`config.mk`:
```
export PLATFORM = sky130hd
export DESIGN_NAME = twin_stack_shared_array_flat
export DESIGN_NICKNAME = d
export VERILOG_FILES = /design/src/hw/rtl/tsa_pkg.sv /design/src/hw/rtl/tsa_if.sv /design/src/hw/rtl/twin_stack_shared_array.sv /design/src/hw/rtl/tsa_ram.sv /design/src/hw/rtl/tsa_outq.sv /design/src/hw/rtl/tsa_ctrl.sv /design/src/flat_wrapper.sv
export SDC_FILE = /design/constraint.sdc
export NUM_CORES = 1
export LEC_CHECK = 0
export BUFFER_PORTS_ARGS = -buffer_cell sky130_fd_sc_hd__buf_2
export CAP_MARGIN = 20
export CORE_ASPECT_RATIO = 0.75
export CORE_UTILIZATION = 45
export DETAILED_ROUTE_END_ITERATION = 16
export PLACE_DENSITY = 0.71
export SYNTH_ARGS = -nofsm -noshare
export SYNTH_HDL_FRONTEND = slang
export SYNTH_SLANG_ARGS = --single-unit
export TNS_END_PERCENT = 20
```
`constraint.sdc`:
```
create_clock -name clock -period 8.35 [get_ports clock]
set_clock_uncertainty 0.1 [all_clocks]
set_input_delay 0.835 -clock clock [delete_from_list [all_inputs] [get_ports clock]]
set_output_delay 0.835 -clock clock [all_outputs]
set_load 0.005 [all_outputs]
```
`src/hw/rtl/tsa_pkg.sv`:
```
// Shared types, constants and codes for the twin-stack shared store.
`default_nettype none

package tsa_pkg;

   localparam int DEPTH    = 16;
   localparam int AW       = $clog2(DEPTH);
   localparam int CW       = $clog2(DEPTH + 1);
   localparam int DATA_W   = 32;
   localparam int OPCODE_W = 3;
   localparam int STATUS_W = 2;
   localparam int OQ_DEPTH = 2;
   localparam int OQ_LW    = $clog2(OQ_DEPTH + 1);

   typedef logic [OPCODE_W-1:0]      opcode_type;
   typedef logic [STATUS_W-1:0]      status_type;
   typedef logic signed [DATA_W-1:0] data_type;
   typedef logic [AW-1:0]            addr_type;
   typedef logic [CW-1:0]            cnt_type;

   localparam opcode_type OP_PUSH_ONE = 3'd0;
   localparam opcode_type OP_PUSH_TWO = 3'd1;
   localparam opcode_type OP_POP_ONE  = 3'd2;
   localparam opcode_type OP_POP_TWO  = 3'd3;
   localparam opcode_type OP_DUMP_ONE = 3'd4;
   localparam opcode_type OP_DUMP_TWO = 3'd5;

   localparam status_type ST_OK    = 2'd0;
   localparam status_type ST_FULL  = 2'd1;
   localparam status_type ST_EMPTY = 2'd2;

   typedef struct packed {
      status_type status;
      data_type   data;
      logic       last;
   } rsp_type;

   typedef struct packed {
      logic     en;
      logic     we;
      addr_type addr;
      data_type wdata;
   } ram_req_type;

   typedef struct packed {
      logic [OQ_LW-1:0] level;
      logic             pop;
   } oq_stat_type;

endpackage

`default_nettype wire

```
`src/hw/rtl/tsa_if.sv`:
```
// Request and response channel interfaces for the twin-stack shared store.
`default_nettype none

interface tsa_req_if;
   logic                 valid;
   logic                 ready;
   tsa_pkg::opcode_type  opcode;
   tsa_pkg::data_type    value;

   modport source (output valid, output opcode, output value, input ready);
   modport sink   (input valid, input opcode, input value, output ready);
endinterface

interface tsa_rsp_if;
   logic                 valid;
   logic                 ready;
   tsa_pkg::status_type  status;
   tsa_pkg::data_type    data;
   logic                 last;

   modport source (output valid, output status, output data, output last, input ready);
   modport sink   (input valid, input status, input data, input last, output ready);
endinterface

`default_nettype wire

```
`src/hw/rtl/twin_stack_shared_array.sv`:
```
// Top level: two stacks growing toward each other in one shared store.
// A result word passes the access stage, then the response queue, before rsp offers it.
// Throughput: one push or pop per cycle while the queue has room; a dump holds off req,
// reading one store entry per cycle on the single RAM port while the queue has room.
// A two-word response queue lets requests keep flowing while a word waits on rsp.
// Reset clears both stack pointers, the sequencer and the queue; the store is not cleared.
`default_nettype none

module twin_stack_shared_array (
   input  wire logic   clock,
   input  wire logic   reset,
   tsa_req_if.sink     req,
   tsa_rsp_if.source   rsp
);

   tsa_pkg::ram_req_type  ram_req;
   tsa_pkg::data_type     ram_rdata;
   tsa_pkg::oq_stat_type  oq_stat;
   tsa_pkg::rsp_type      rsp_word;
   logic                  rsp_push;

   // Decode requests, move the pointers and sequence dumps. Every word passes
   // through one access stage so that read data from the store lines up.
   tsa_ctrl u_ctrl (
      .clock      (clock),
      .reset      (reset),
      .req_valid  (req.valid),
      .req_opcode (req.opcode),
      .req_value  (req.value),
      .req_ready  (req.ready),
      .oq_stat    (oq_stat),
      .ram_req    (ram_req),
      .ram_rdata  (ram_rdata),
      .rsp_push   (rsp_push),
      .rsp_word   (rsp_word)
   );

   // Shared store: stack one from entry 0 up, stack two from the top down.
   // Only one operation touches it per cycle, and a write always lands before
   // any later read, so no forwarding is needed.
   tsa_ram #(
      .WIDTH (tsa_pkg::DATA_W),
      .DEPTH (tsa_pkg::DEPTH),
      .AW    (tsa_pkg::AW)
   ) u_ram (
      .clock (clock),
      .en    (ram_req.en),
      .we    (ram_req.we),
      .addr  (ram_req.addr),
      .wdata (ram_req.wdata),
      .rdata (ram_rdata)
   );

   // Hold finished words until the consumer takes them.
   tsa_outq u_outq (
      .clock (clock),
      .reset (reset),
      .push  (rsp_push),
      .word  (rsp_word),
      .stat  (oq_stat),
      .rsp   (rsp)
   );

endmodule

`default_nettype wire

```
`src/hw/rtl/tsa_ram.sv`:
```
// Generic single-port synchronous RAM with registered read data.
`default_nettype none

module tsa_ram #(
   parameter int WIDTH = 32,
   parameter int DEPTH = 16,
   parameter int AW    = $clog2(DEPTH)
) (
   input  wire logic             clock,
   input  wire logic             en,
   input  wire logic             we,
   input  wire logic [AW-1:0]    addr,
   input  wire logic [WIDTH-1:0] wdata,
   output logic      [WIDTH-1:0] rdata
);

   logic [WIDTH-1:0] mem [DEPTH];
   logic [WIDTH-1:0] rdata_ff;

   always_ff @(posedge clock) begin
      if (en && we) begin
         mem[addr] <= wdata;
      end
      if (en && !we) begin
         rdata_ff <= mem[addr];
      end
   end

   assign rdata = rdata_ff;

endmodule

`default_nettype wire

```
`src/hw/rtl/tsa_outq.sv`:
```
// Two-word response queue that decouples the sequencer from the response channel.
`default_nettype none

module tsa_outq (
   input  wire logic                 clock,
   input  wire logic                 reset,
   input  wire logic                 push,
   input  wire tsa_pkg::rsp_type     word,
   output tsa_pkg::oq_stat_type      stat,
   tsa_rsp_if.source                 rsp
);

   tsa_pkg::rsp_type            mem_ff [tsa_pkg::OQ_DEPTH];
   logic                        wr_ptr_ff, wr_ptr_in;
   logic                        rd_ptr_ff, rd_ptr_in;
   logic [tsa_pkg::OQ_LW-1:0]   level_ff, level_in;
   logic                        pop;

   assign rsp.valid  = (level_ff != '0);
   assign pop        = rsp.valid && rsp.ready;
   assign rsp.status = mem_ff[rd_ptr_ff].status;
   assign rsp.data   = mem_ff[rd_ptr_ff].data;
   assign rsp.last   = mem_ff[rd_ptr_ff].last;

   assign stat.level = level_ff;
   assign stat.pop   = pop;

   always_comb begin
      wr_ptr_in = push ? ~wr_ptr_ff : wr_ptr_ff;
      rd_ptr_in = pop  ? ~rd_ptr_ff : rd_ptr_ff;
      level_in  = level_ff + tsa_pkg::OQ_LW'(push) - tsa_pkg::OQ_LW'(pop);
   end

   always_ff @(posedge clock) begin
      if (reset) begin
         wr_ptr_ff <= 1'b0;
         rd_ptr_ff <= 1'b0;
         level_ff  <= '0;
      end else begin
         wr_ptr_ff <= wr_ptr_in;
         rd_ptr_ff <= rd_ptr_in;
         level_ff  <= level_in;
      end
   end

   always_ff @(posedge clock) begin
      if (push) begin
         mem_ff[wr_ptr_ff] <= word;
      end
   end

   a_level_bound: assert property (@(posedge clock) disable iff (reset)
      level_ff <= tsa_pkg::OQ_LW'(tsa_pkg::OQ_DEPTH))
      else $error("response queue level out of range");

   a_no_overflow: assert property (@(posedge clock) disable iff (reset)
      !(push && !pop && level_ff == tsa_pkg::OQ_LW'(tsa_pkg::OQ_DEPTH)))
      else $error("response queue overflow");

endmodule

`default_nettype wire

```
`src/hw/rtl/tsa_ctrl.sv`:
```
// Stack pointers, opcode decode, dump sequencer and store access stage.
`default_nettype none

module tsa_ctrl (
   input  wire logic                  clock,
   input  wire logic                  reset,
   input  wire logic                  req_valid,
   input  wire tsa_pkg::opcode_type   req_opcode,
   input  wire tsa_pkg::data_type     req_value,
   output logic                       req_ready,
   input  wire tsa_pkg::oq_stat_type  oq_stat,
   output tsa_pkg::ram_req_type       ram_req,
   input  wire tsa_pkg::data_type     ram_rdata,
   output logic                       rsp_push,
   output tsa_pkg::rsp_type           rsp_word
);

   localparam logic S_IDLE = 1'b0;
   localparam logic S_DUMP = 1'b1;

   localparam tsa_pkg::cnt_type  TOP  = tsa_pkg::CW'(tsa_pkg::DEPTH);
   localparam tsa_pkg::addr_type LAST = tsa_pkg::AW'(tsa_pkg::DEPTH - 1);

   logic                 state_ff, state_in;
   tsa_pkg::cnt_type     count_ff, count_in;
   tsa_pkg::cnt_type     base_ff, base_in;
   tsa_pkg::addr_type    idx_ff, idx_in;
   logic                 up_ff, up_in;

   logic                 s1_valid_ff, s1_valid_in;
   tsa_pkg::status_type  s1_status_ff, s1_status_in;
   logic                 s1_last_ff, s1_last_in;
   logic                 s1_rd_ff, s1_rd_in;

   logic                 room;
   logic                 accept;
   logic                 full;
   logic                 empty_one;
   logic                 empty_two;
   logic                 dump_end;
   tsa_pkg::cnt_type     count_m1;
   tsa_pkg::cnt_type     base_m1;

   assign full      = (count_ff == base_ff);
   assign empty_one = (count_ff == '0);
   assign empty_two = (base_ff == TOP);
   assign count_m1  = count_ff - 1'b1;
   assign base_m1   = base_ff - 1'b1;
   assign dump_end  = up_ff ? (idx_ff == LAST) : (idx_ff == '0);

   // room in the queue for one more word, counting the one in the access stage
   assign room = ({1'b0, oq_stat.level} + tsa_pkg::OQ_LW'(s1_valid_ff) + 1'b0)
                 < (tsa_pkg::OQ_LW'(tsa_pkg::OQ_DEPTH) + tsa_pkg::OQ_LW'(oq_stat.pop));

   assign req_ready = (state_ff == S_IDLE) && room;
   assign accept    = req_valid && req_ready;

   always_comb begin
      state_in      = state_ff;
      count_in      = count_ff;
      base_in       = base_ff;
      idx_in        = idx_ff;
      up_in         = up_ff;
      ram_req.en    = 1'b0;
      ram_req.we    = 1'b0;
      ram_req.addr  = '0;
      ram_req.wdata = req_value;
      s1_valid_in   = 1'b0;
      s1_status_in  = tsa_pkg::ST_OK;
      s1_last_in    = 1'b1;
      s1_rd_in      = 1'b0;

      unique case (state_ff)
         S_IDLE: begin
            if (accept) begin
               unique case (req_opcode)
                  tsa_pkg::OP_PUSH_ONE: begin
                     s1_valid_in = 1'b1;
                     if (full) begin
                        s1_status_in = tsa_pkg::ST_FULL;
                     end else begin
                        ram_req.en   = 1'b1;
                        ram_req.we   = 1'b1;
                        ram_req.addr = count_ff[tsa_pkg::AW-1:0];
                        count_in     = count_ff + 1'b1;
                     end
                  end
                  tsa_pkg::OP_PUSH_TWO: begin
                     s1_valid_in = 1'b1;
                     if (full) begin
                        s1_status_in = tsa_pkg::ST_FULL;
                     end else begin
                        ram_req.en   = 1'b1;
                        ram_req.we   = 1'b1;
                        ram_req.addr = base_m1[tsa_pkg::AW-1:0];
                        base_in      = base_m1;
                     end
                  end
                  tsa_pkg::OP_POP_ONE: begin
                     s1_valid_in = 1'b1;
                     if (empty_one) begin
                        s1_status_in = tsa_pkg::ST_EMPTY;
                     end else begin
                        ram_req.en   = 1'b1;
                        ram_req.addr = count_m1[tsa_pkg::AW-1:0];
                        s1_rd_in     = 1'b1;
                        count_in     = count_m1;
                     end
                  end
                  tsa_pkg::OP_POP_TWO: begin
                     s1_valid_in = 1'b1;
                     if (empty_two) begin
                        s1_status_in = tsa_pkg::ST_EMPTY;
                     end else begin
                        ram_req.en   = 1'b1;
                        ram_req.addr = base_ff[tsa_pkg::AW-1:0];
                        s1_rd_in     = 1'b1;
                        base_in      = base_ff + 1'b1;
                     end
                  end
                  tsa_pkg::OP_DUMP_ONE: begin
                     if (empty_one) begin
                        s1_valid_in  = 1'b1;
                        s1_status_in = tsa_pkg::ST_EMPTY;
                     end else begin
                        state_in = S_DUMP;
                        idx_in   = count_m1[tsa_pkg::AW-1:0];
                        up_in    = 1'b0;
                     end
                  end
                  tsa_pkg::OP_DUMP_TWO: begin
                     if (empty_two) begin
                        s1_valid_in  = 1'b1;
                        s1_status_in = tsa_pkg::ST_EMPTY;
                     end else begin
                        state_in = S_DUMP;
                        idx_in   = base_ff[tsa_pkg::AW-1:0];
                        up_in    = 1'b1;
                     end
                  end
                  default: begin
                     // unused opcodes: drop silently
                  end
               endcase
            end
         end
         S_DUMP: begin
            if (room) begin
               ram_req.en   = 1'b1;
               ram_req.addr = idx_ff;
               s1_valid_in  = 1'b1;
               s1_rd_in     = 1'b1;
               s1_last_in   = dump_end;
               if (dump_end) begin
                  state_in = S_IDLE;
               end else begin
                  idx_in = up_ff ? idx_ff + 1'b1 : idx_ff - 1'b1;
               end
            end
         end
         default: begin
            state_in = S_IDLE;
         end
      endcase
   end

   always_ff @(posedge clock) begin
      if (reset) begin
         state_ff    <= S_IDLE;
         count_ff    <= '0;
         base_ff     <= TOP;
         s1_valid_ff <= 1'b0;
      end else begin
         state_ff    <= state_in;
         count_ff    <= count_in;
         base_ff     <= base_in;
         s1_valid_ff <= s1_valid_in;
      end
   end

   always_ff @(posedge clock) begin
      idx_ff       <= idx_in;
      up_ff        <= up_in;
      s1_status_ff <= s1_status_in;
      s1_last_ff   <= s1_last_in;
      s1_rd_ff     <= s1_rd_in;
   end

   assign rsp_push        = s1_valid_ff;
   assign rsp_word.status = s1_status_ff;
   assign rsp_word.data   = s1_rd_ff ? ram_rdata : '0;
   assign rsp_word.last   = s1_last_ff;

   a_ptr_order: assert property (@(posedge clock) disable iff (reset)
      count_ff <= base_ff && base_ff <= TOP)
      else $error("stack pointers crossed");

   a_dump_in_range: assert property (@(posedge clock) disable iff (reset)
      state_ff == S_DUMP |->
         (up_ff && tsa_pkg::CW'(idx_ff) >= base_ff) ||
         (!up_ff && tsa_pkg::CW'(idx_ff) < count_ff))
      else $error("dump index outside its stack");

   a_dump_holds_ptrs: assert property (@(posedge clock) disable iff (reset)
      state_ff == S_DUMP |=> $stable(count_ff) && $stable(base_ff))
      else $error("pointers moved during dump");

endmodule

`default_nettype wire
```
`src/flat_wrapper.sv`:
```
// flat-port wrapper written by rule: the top's interface ports become plain ports
module twin_stack_shared_array_flat 
  (clock, reset, req_valid, req_opcode, req_value, req_ready, rsp_valid, rsp_status, rsp_data, rsp_last, rsp_ready);
  tsa_req_if req_i ();
  tsa_rsp_if rsp_i ();
  input  wire logic clock;
  input  wire logic reset;
  input wire logic [$bits(req_i.valid)-1:0] req_valid;
  input wire logic [$bits(req_i.opcode)-1:0] req_opcode;
  input wire logic [$bits(req_i.value)-1:0] req_value;
  output wire logic [$bits(req_i.ready)-1:0] req_ready;
  output wire logic [$bits(rsp_i.valid)-1:0] rsp_valid;
  output wire logic [$bits(rsp_i.status)-1:0] rsp_status;
  output wire logic [$bits(rsp_i.data)-1:0] rsp_data;
  output wire logic [$bits(rsp_i.last)-1:0] rsp_last;
  input wire logic [$bits(rsp_i.ready)-1:0] rsp_ready;
  assign req_i.valid = req_valid;
  assign req_i.opcode = req_opcode;
  assign req_i.value = req_value;
  assign req_ready = req_i.ready;
  assign rsp_valid = rsp_i.valid;
  assign rsp_status = rsp_i.status;
  assign rsp_data = rsp_i.data;
  assign rsp_last = rsp_i.last;
  assign rsp_i.ready = rsp_ready;
  twin_stack_shared_array u_core (.clock(clock), .reset(reset), .req(req_i), .rsp(rsp_i));
endmodule
```
[After elaboration in Yosys (flattened, before gate mapping)]
Memories as Yosys holds them, arrays and structs flattened. A register that Yosys moved wholly into a read port is not among the register bits.
Index checks and enable logic that the tools add are counted.
Widths: inputs -> output; s select.
Storage, ports and cells
  register bits: 25
  memory bits (writable): 582
  input bits: 39
  output and inout port bits: 37
  word-level logic and storage cells: 129
  memories kept: 2
Cells by class
  add/subtract/negate cells: 10
  order comparisons: 1
  eq/ne operators: 20
  mux-type cells: 57
  bitwise gates (word level): 4
  reductions and logical operators: 23
Memories
  u_core.u_ram.mem: words 16, bits a word 32, read ports 1, clocked after memory_dff 1, wr ports 1, RTL line tsa_ram.sv:17  | logic [WIDTH-1:0] mem [DEPTH];
  u_core.u_outq.mem_ff: words 2, bits a word 35, read ports 1, clocked after memory_dff 1, wr ports 1, RTL line tsa_outq.sv:13  | tsa_pkg::rsp_type mem_ff [tsa_pkg::OQ_DEPTH];
Operators with widths (count)
  $mux 4: 9
  $mux 32: 1
  $pmux 4 s2: 3
  $mux 1: 21
  $mux 5: 4
  $pmux 5 s2: 2
  $mux 6: 3
  $ne 2x2->1 const B: 8
  $pmux 1 s2: 8
  $pmux 4 s4: 1
  $reduce_and 5->1: 3
  $add 5x1->5 const B: 2
  $sub 5x1->5 const B: 2
  $reduce_bool 2->1: 4
  $reduce_or 2->1: 4
  $eq 3x2->1 const B: 2
  $eq 3x3->1 const B: 2
  $ne 3x3->1 const B: 2
  $pmux 2 s3: 1
  $reduce_and 6->1: 1
  $eq 5x5->1: 1
  $eq 5x5->1 const B: 1
  $logic_and 1x1->1: 5
  $logic_not 5->1: 1
  other kinds (20): 24

[Logic depth before layout (Yosys ltp)]
Gate-level depths: netlist of the first run.
  word-level depth: 11
  gate-level depth with buffers: 13

[By module]
From an unflattened synthesis of the first run, not the netlist that was laid out.
Unflattened totals
  cells, all modules: 1254
  area, all modules: 25311.8 um2
By module, submodules not included
  tsa_ram: times used 1, cells each 844, area each 20216.9 um2, seq. area each 16335.7 um2
  tsa_outq: times used 1, cells each 132, area each 2897.8 um2, seq. area each 2202.1 um2
  tsa_ctrl: times used 1, cells each 278, area each 2197.1 um2, seq. area each 470.5 um2

[Worst setup path after synthesis of the first run]
No wires, ideal clock.
  path type: input port to flip-flop
  start point: in req_opcode[2]
  end point: mem u_core.u_ram.mem[11][0], enable pin
  setup time: 0.501 ns
  arrival time: 5.500 ns
  data required time: 7.749 ns
  slack: 2.249 ns
  cell stages on the path: 9
  cells stage by stage: buf_4 > nor4b_4 > and2_1 > clkbuf_1 > o31a_1 > nor2_2 > buf_4 > buf_2 > nor4_1
On the way
  longest elaborated chain between the ends: 7
RTL lines
  start, declared: RTL line flat_wrapper.sv:9  | input wire logic [$bits(req_i.opcode)-1:0] req_opcode;
  $eq 3x2->1, or another cell as far along: RTL line tsa_ctrl.sv:76  | unique case (req_opcode)
  $pmux 1 s4 or $pmux 1 s2 (tied branches): RTL line tsa_ctrl.sv:76
  $mux 6 *: RTL line tsa_ctrl.sv:75  | if (accept) begin
  $pmux 1 s2 or $mux 1 (tied branches): RTL line tsa_ctrl.sv:73  | unique case (state_ff)
  $logic_and 1x1->1: RTL line tsa_ram.sv:21  | if (en && we) begin
  $mux 1: RTL line tsa_ram.sv:21
  $mux 1 (implied by the code): RTL line tsa_ram.sv:22  | mem[addr] <= wdata;
  end, declared: RTL line tsa_ram.sv:17
Every way passes the cells marked *; elsewhere a longest branch is shown, timed or not.

[Worst setup path in the final report of the first run]
  start point: reg u_core.u_ctrl.count_ff[0]
  end point: mem u_core.u_ram.mem[13][2], enable pin
On the way
  longest elaborated chain between the ends: 8
RTL lines
  start, declared: RTL line tsa_ctrl.sv:25  | tsa_pkg::cnt_type count_ff, count_in;
  start signal, assigned: RTL line tsa_ctrl.sv:175  | count_ff <= count_in;
  parallel branches: the longest is 3 deep, another holds $sub 5x1->5
  $mux 6 *: RTL line tsa_ctrl.sv:75
  $pmux 1 s2 or $mux 1 (tied branches): RTL line tsa_ctrl.sv:73
  $logic_and 1x1->1: RTL line tsa_ram.sv:21
  $mux 1: RTL line tsa_ram.sv:21
  $mux 1 (implied by the code): RTL line tsa_ram.sv:22
Every way passes the cells marked *.

==> results of run 1 <==
==> power groups by stage <==
stage | combinational [mW] | clock [mW] | sequential (mW)
3_3_place_gp | 0.707 | 0 | 3.72
3_5_place_dp | 0.721 | 0 | 3.72
2_1_floorplan | 0.465 | 0 | 3.70
6_report | 0.728 | 2.71 | 3.66
5_1_grt | 0.784 | 2.86 | 3.66
4_1_cts | 0.726 | 2.73 | 3.66
==> flip-flops by register name, summed over array words and instances (netlist names), named ones only <==
signal / cells
u_core.u_ram.mem: 512
u_core.u_outq.mem_ff: 70
u_core.u_ram.rdata: 32
u_core.u_ctrl.base_ff: 5
u_core.u_ctrl.count_ff: 5
u_core.u_ctrl.idx_ff: 4
u_core.u_ctrl.s1_status_ff: 2
u_core.u_outq.level_ff: 2
u_core.u_ctrl.rsp_push: 1
u_core.u_ctrl.s1_last_ff: 1
u_core.u_ctrl.s1_rd_ff: 1
u_core.u_ctrl.state_ff: 1
u_core.u_ctrl.up_ff: 1
u_core.u_outq.rd_ptr_ff: 1
u_core.u_outq.wr_ptr_ff: 1
==> metrics by stage <==
stage | util, % | hold WS (ps) | total power [mW] | instance area [µm²] | worst slack, ps
2_1_floorplan | - | 304 | 4.17 | 27400 | 2250
3_3_place_gp | 48.0 | 309 | 4.43 | 28600 | 2930
3_5_place_dp | 48.0 | 314 | 4.45 | 28600 | 2850
4_1_cts | 51.3 | 328 | 7.12 | 30500 | 2930
5_1_grt | 51.3 | 347 | 7.31 | 30500 | 2680
6_report | 51.3 | 329 | 7.09 | 30500 | 2810
==> logic make-up after synthesis <==
group | after synthesis
flip-flops | 640
AO/OA/AOI/OAI | 436
buffers and inverters | 315
AND/OR/NAND/NOR | 181
multiplexers | 167
XOR/XNOR | 23
adder cells (fa/ha/maj) | 13
==> final timing paths <==
check,start,to,slack (ps),cells past startpoint
setup / recovery,u_core.u_ctrl.count_ff[0],u_core.u_ram.mem[13][2],2810,12
hold / removal,u_core.u_ctrl.s1_status_ff[0],u_core.u_outq.mem_ff[1][33],330,0
setup reg to reg,u_core.u_ctrl.count_ff[0],u_core.u_ram.mem[13][2],2810,12
hold reg to reg,u_core.u_ctrl.s1_status_ff[0],u_core.u_outq.mem_ff[1][33],330,0
==> final cells by class <==
type	instances	area [µm²]	share of cell area, %
Timing Repair Buffer	126	803	2.63
Clock inverter	32	323	1.06
Tap cell	790	988	3.24
Clock buffer	78	1610	5.28
Multi-Input combinational cell	820	7280	23.8
Inverter	140	526	1.72
Sequential cell	640	19000	62.2
==> placed cells by master, fill, tap and decap left out, drive strengths merged, types with 23 or more instances in the layout <==
master / instances
o211ai: 36
and2: 37
nor2: 26
clkbuf: 78
buf: 126
clkinv: 23
inv: 140
nand4: 38
edfxtp: 619
o221ai: 32
mux2: 163
o2111ai: 320
==> per-layer routing <==
| metal | share of wire [%] | wire [µm] | global-route usage, % |
|---|---|---|---|
| met1 | 43 | 30300 | 33.5 |
| met2 | 43 | 30900 | 33.0 |
| met3 | 12 | 8680 | 7.00 |
| met4 | 1.7 | 1240 | 5.16 |
| met5 | 0 | 0 | 0 |
==> worst max-delay path, delay by kind of cell (launching register included) <==
family	cells	cell delay, ps
buf+inv	5	1980
fa+ha+maj	1	260
simple gates	4	1710
compound gates	2	460
flops	1	570
==> results.md, run 1 <==
- Floorplan die width: ~290 µm
- Xor/xnor share of the synthesized area: less than 1%
- Async set-or-reset flop fraction in the synthesized netlist: 0%
- Vias in the first global route: between 15000 and 20000
- Area share of the leading cell type in the synthesized netlist: 67.8%
- Clock Latency Late Sink: 620 ps
- Die Height: about 220 µm
- Largest family of logic cells by synthesized area: compound AO/OA/AOI/OAI gates
- Number of DRC markers in iteration 0: roughly 2200
- Routed WL: slightly above 70000 µm
- Buffer count from post-CTS setup fixing: 0
- Max-Slew Margin vs Limit: 27.1%
- Filler cell count in the final layout: just under 5000
- Period minus WS final: ~5500 ps
- Area share of fa/ha/maj cells after synthesis: less than 1%
- Area fraction in compound gates after synthesis: 13.4%
- Final RePlAce weighted congestion: between 0.8 and 0.9
- Count of flip-flops with a built-in enable after synthesis: approximately 620
- Max Fclk: around 180 MHz
- Most used cell along the critical path: buf_4
- HPWL after detailed placement: ~40000 µm
- Quantity of I/O buffers inserted on ports: 75
- Sink count of the clock tree: 640
- Standard-cell rows: 77
- Library cell with the largest summed area after synthesis: edfxtp_1
- Worst hold-check path type: reg -> reg
- Post-Synthesis Mean Instance Area: between 15 and 20 µm²
- CP Max Fanout: between 60 and 70
- Switching share of total power: about a quarter
- Startpoint type of the worst setup path: flip-flop
- Worst Path Class, Setup: reg -> reg
- Power per cell area: 232 nW/µm²
- Synthesis-to-finish area growth: 11.3%
- Antenna-violating nets left: 0
- Global routing usage summed across all routing layers: about 23%
- Number of buffers created by CTS: 60
- Leftover overflow at the end of global routing: 0
- Per-cell via count in the routed design: roughly 6.4
- Total I/O pin count: 76
- Effective utilization at floorplan: around 46%
- Synth cell types: 66
- Most used standard cell by instance count after synthesis: edfxtp_1
- Clock edge transition at the registers on the reported setup and hold paths: about 60 ps
- Share of power burned in registers: between 50% and 60%
- Total number of vias: 16832
- Pin count of the biggest net entering global routing: roughly 130
- Root cell of the clock tree: clkbuf_16
- Die footprint: between 60000 and 70000 µm²
- Number of gates given a new drive strength after cts: 0
- Basic-gate share of the synthesized area counting and, or, nand and nor cells: roughly 4%
- Post-layout instance count excluding filler cells: ~2600
- Synthesized net count: about 1800
- Worst Path Arrival: roughly 5700 ps
- Sequence of cells on the critical path: inv_1, ha_1, nor4b_4, or3b_2, a21boi_1, o31a_2, buf_4, nor2_4, buf_12, buf_4, nor3_2, buf_4
- Total of hold buffers inserted after clock tree synthesis: 0
- Share of power burned in the clock network: about two fifths
- Setup TNS: 0 ps
- Result of the run: completed
- Most frequently used flop master after synthesis: edfxtp_1
- Internal power: roughly 5.4 mW
- Leading post-synthesis cells by cell area: edfxtp_1 68%, o2111ai_1 10%, mux2_2 5.4%
- Count of placed standard cells including taps: ~2500
- Diodes inserted: 0
- Top cell types by occurrence after synthesis: 619 x edfxtp_1, 320 x o2111ai_1, 139 x inv_1, 131 x mux2_2, 110 x clkbuf_1
- Layout net count: 1840
- Number of levels the H-tree was split into: 2
- Mux share of post-synthesis cell area: 7.25%
- CP Data Required Time: approximately 8500 ps
- Number of warnings reported in the yosys synthesis log: 0
- Register bit total from synthesis: 640
- Switching power summed over all nets: approximately 1.7 mW
- Final setup violating endpoints: 0
- Least-Margin Pin Slew: roughly 1100 ps
- Part of the power in combinational logic: around a tenth
- Global-route wire length before repair: around 110000 µm
- Drt wl/cell: between 20 and 30 µm
- Core region area: about 60000 µm²
- Max Transition Viols Final: 0
- Peak VDD IR: 0.156 mV
- CP endpoint kind: flip-flop
- CTS tree: built
- Number of violations of the max-capacitance limit: 0
- Share of post-route cells with drive strength above 1: between 20% and 30%
- Number of instances in the synthesized netlist: roughly 1800
- Clk buf depth: 3
- Leakage power total: ~10 nW
- Delay contributed by the slowest stage of the critical path: around 850 ps
- Number of antenna violations at the first check in global routing: 4
- Hold Vio Cnt, Final: 0
- Final critical-path share of the clock period: around two thirds
- Setup repair after global routing missed its margin: false
- Drt drc: 0
- CP max-delay cell: nor3_2
- Total standard cell area after synthesis: 27400 µm²
- Router iterations before antenna repair: 6
- Sequential-to-total area share from yosys stat: between 60% and 70%
Power figures use the tool's default switching activity.
==> inputs of run 2 (changes only) <==
Settings changed: ABC_AREA set to 1.
Clock period 8.35 ns to 5.52 ns, I/O delays scaled along.
==> results.md, run 2 <==
- GR Util met1: a little under a third
- Buffer count from post-CTS setup fixing: 0
- Share of post-route cells with drive strength above 1: a little under 10%
- Per-cell via count in the routed design: about 5.3
- Quantity of I/O buffers inserted on ports: 75
- Floorplan die width: 287 µm
- Largest register FFs: slightly above 500
- Total standard cell area after synthesis: roughly 27000 µm²
- Library cell with the largest summed area after synthesis: edfxtp_1
- Max-Slew Margin vs Limit: between 20% and 30%
- Total I/O pin count: 76
- Layout net count: roughly 2700
- Async set-or-reset flop fraction in the synthesized netlist: 0%
- Vias in the first global route: between 15000 and 20000
- Sink count of the clock tree: 640
- Global-route wire length before repair: between 100000 and 150000 µm
- Setup repair after global routing missed its margin: false
- Pin count of the biggest net entering global routing: 169
- Most used cells in the layout excluding fill and tap cells: 1213 x nand2_1, 619 x edfxtp_1, 276 x nand3_1
- Max Fclk: 227 MHz
- Register bit total from synthesis: 640
- Worst Path Arrival: 4740 ps
- Core region area: about 60000 µm²
- Final critical-path share of the clock period: 79.7%
- Number of warnings reported in the yosys synthesis log: 0
- Period minus WS final: 4400 ps
- Drt drc: 0
- CP Data Required Time: 5860 ps
- Drt wl/cell: about 19 µm
- Number of gates given a new drive strength after cts: 0
- Die footprint: around 60000 µm²
- Max Transition Viols Final: 0
- Final setup violating endpoints: 0
- Root cell of the clock tree: clkbuf_16
- Global routing usage summed across all routing layers: between 20% and 30%
- Number of violations of the max-capacitance limit: 0
- CP Max Fanout: 70
- Worst Path Class, Setup: reg -> reg
- Post-Synthesis Mean Instance Area: about 11 µm²
- Setup TNS: 0 ps
- Synthesized net count: between 2000 and 3000
- Die Height: between 200 and 250 µm
- Total number of vias: 18333
- Area share of the leading cell type in the synthesized netlist: between 60% and 70%
- Top register by number of flip-flops: u_core.u_ram.mem
- Post-DP Area: between 20000 and 30000 µm²
- Top cell types by occurrence after synthesis: 1214 x nand2_1, 619 x edfxtp_1, 276 x nand3_1, 139 x inv_1, 53 x buf_2
- Peak VDD IR: 0.245 mV
- Most heavily used metal layer in global routing: met1
- Leftover overflow at the end of global routing: 0
- Number of DRC markers in iteration 0: 2306
- CP endpoint kind: flip-flop
- Number of levels the H-tree was split into: 2
- Synth cell types: 34
- Met2 Track Usage GR: ~31%
- HPWL after detailed placement: about 38000 µm
- Clock Latency Late Sink: 630 ps
- Effective utilization at floorplan: between 40 and 50%
- Power per cell area: 370 nW/µm²
- Leakage power total: 12.4 nW
- Most common cell after layout, fill and taps aside: nand2_1
- Total of hold buffers inserted after clock tree synthesis: 0
- Antenna-violating nets left: 0
- Number of buffers created by CTS: slightly below 60
- Clock edge transition at the registers on the reported setup and hold paths: 70 ps
- Synthesis-to-finish area growth: 11.7%
- Clk buf depth: 3
- Startpoint type of the worst setup path: flip-flop
- Most frequently used flop master after synthesis: edfxtp_1
- Most used standard cell by instance count after synthesis: nand2_1
- Final RePlAce weighted congestion: between 0.8 and 0.9
- Least-Margin Pin Slew: roughly 1100 ps
- Result of the run: completed
- Routing usage on met3: under 10%
- Final instance area: 30600 µm²
- Routed WL: between 60000 and 70000 µm
- Worst hold-check path type: in -> reg
- Hold Vio Cnt, Final: 0
- Number of instances in the synthesized netlist: around 2600
- Router iterations before antenna repair: 6
- Sequential-to-total area share from yosys stat: between 60% and 70%
- Count of flip-flops with a built-in enable after synthesis: approximately 620
- Number of antenna violations at the first check in global routing: 3
- Leading post-synthesis cells by cell area: edfxtp_1 68%, nand2_1 17%, nand3_1 5.0%
- Standard-cell rows: just under 80
- CTS tree: built
run 2: worst paths after layout:
path                                                       to  cells after the start  slack (ps)                           from
worst max-delay path                   u_core.u_ram.rdata[25]                     16        1120         u_core.u_ctrl.rsp_push
worst min-delay path            u_core.u_ctrl.s1_status_ff[0]                      2          90                  req_opcode[1]
worst max register to register         u_core.u_ram.rdata[25]                     16        1120         u_core.u_ctrl.rsp_push
worst min register to register    u_core.u_outq.mem_ff[1][34]                      0         330  u_core.u_ctrl.s1_status_ff[1]
run 2: per-stage QoR:
| step | hold WS [ps] | worst slack (ps) | total power, mW | cells | util, % |
|---|---|---|---|---|---|
| finish | 87.3 | 1120 | 11.3 | 3461 | 51.4 |
| global route | 74.3 | 825 | 11.8 | 3460 | 51.3 |
| CTS | 56.7 | 1170 | 11.3 | 3458 | 51.3 |
| detailed placement | 326 | 1220 | 7.38 | 3350 | 48.1 |
| global placement | 313 | 1270 | 7.35 | 3350 | 48.1 |
| floorplan | 304 | 1570 | 6.79 | 2581 | - |
run 2: where the power goes:
| group | leakage, nW | switching (mW) | internal (mW) |
|---|---|---|---|
| logic | 5.71 | 1.24 | 0.522 |
| registers | 5.76 | 0.0516 | 5.50 |
| clock network | 0.904 | 1.80 | 2.19 |
run 2: cells by family after synthesis:
family	Yosys count	synth area share [%]
AOI/OAI and AO/OA	52	1.04
xor gates and xnor gates	10	0.320
adders and majority gates	13	0.622
buffers and inverters	277	4.37
DFF	640	69.4
muxes	35	1.44
and+or+nand+nor	1554	22.8
run 2: area by class of cell:
| class | instances | area [µm²] |
|---|---|---|
| fillers | 5040 | 29000 |
| flip-flops and latches | 640 | 19000 |
| multi-input cells | 1664 | 7360 |
| clock buffers | 67 | 1510 |
| well taps | 790 | 988 |
| repair buffers | 114 | 808 |
| inverters | 144 | 543 |
| clock inverters | 41 | 362 |
| diodes | 1 | 2.50 |
run 2: worst max-delay path, cell delays in order, from the launching register on:
cell	delay (ps)
dfxtp_1	340
ha_1	210
ha_1	270
o21ai_1	70
nand2_1	140
nor2_1	350
nand2_4	460
nand2_8	580
buf_4	740
nand2_1	100
nand2_1	90
nand2_1	70
nand2_1	100
nand2_1	50
nand2_1	170
inv_1	70
nand2_1	210
run 2: metal layers:
metal,up-vias,wire (µm)
li1,8663,-
met1,8671,28700
met2,898,28100
met3,101,7180
met4,0,1100
met5,-,0
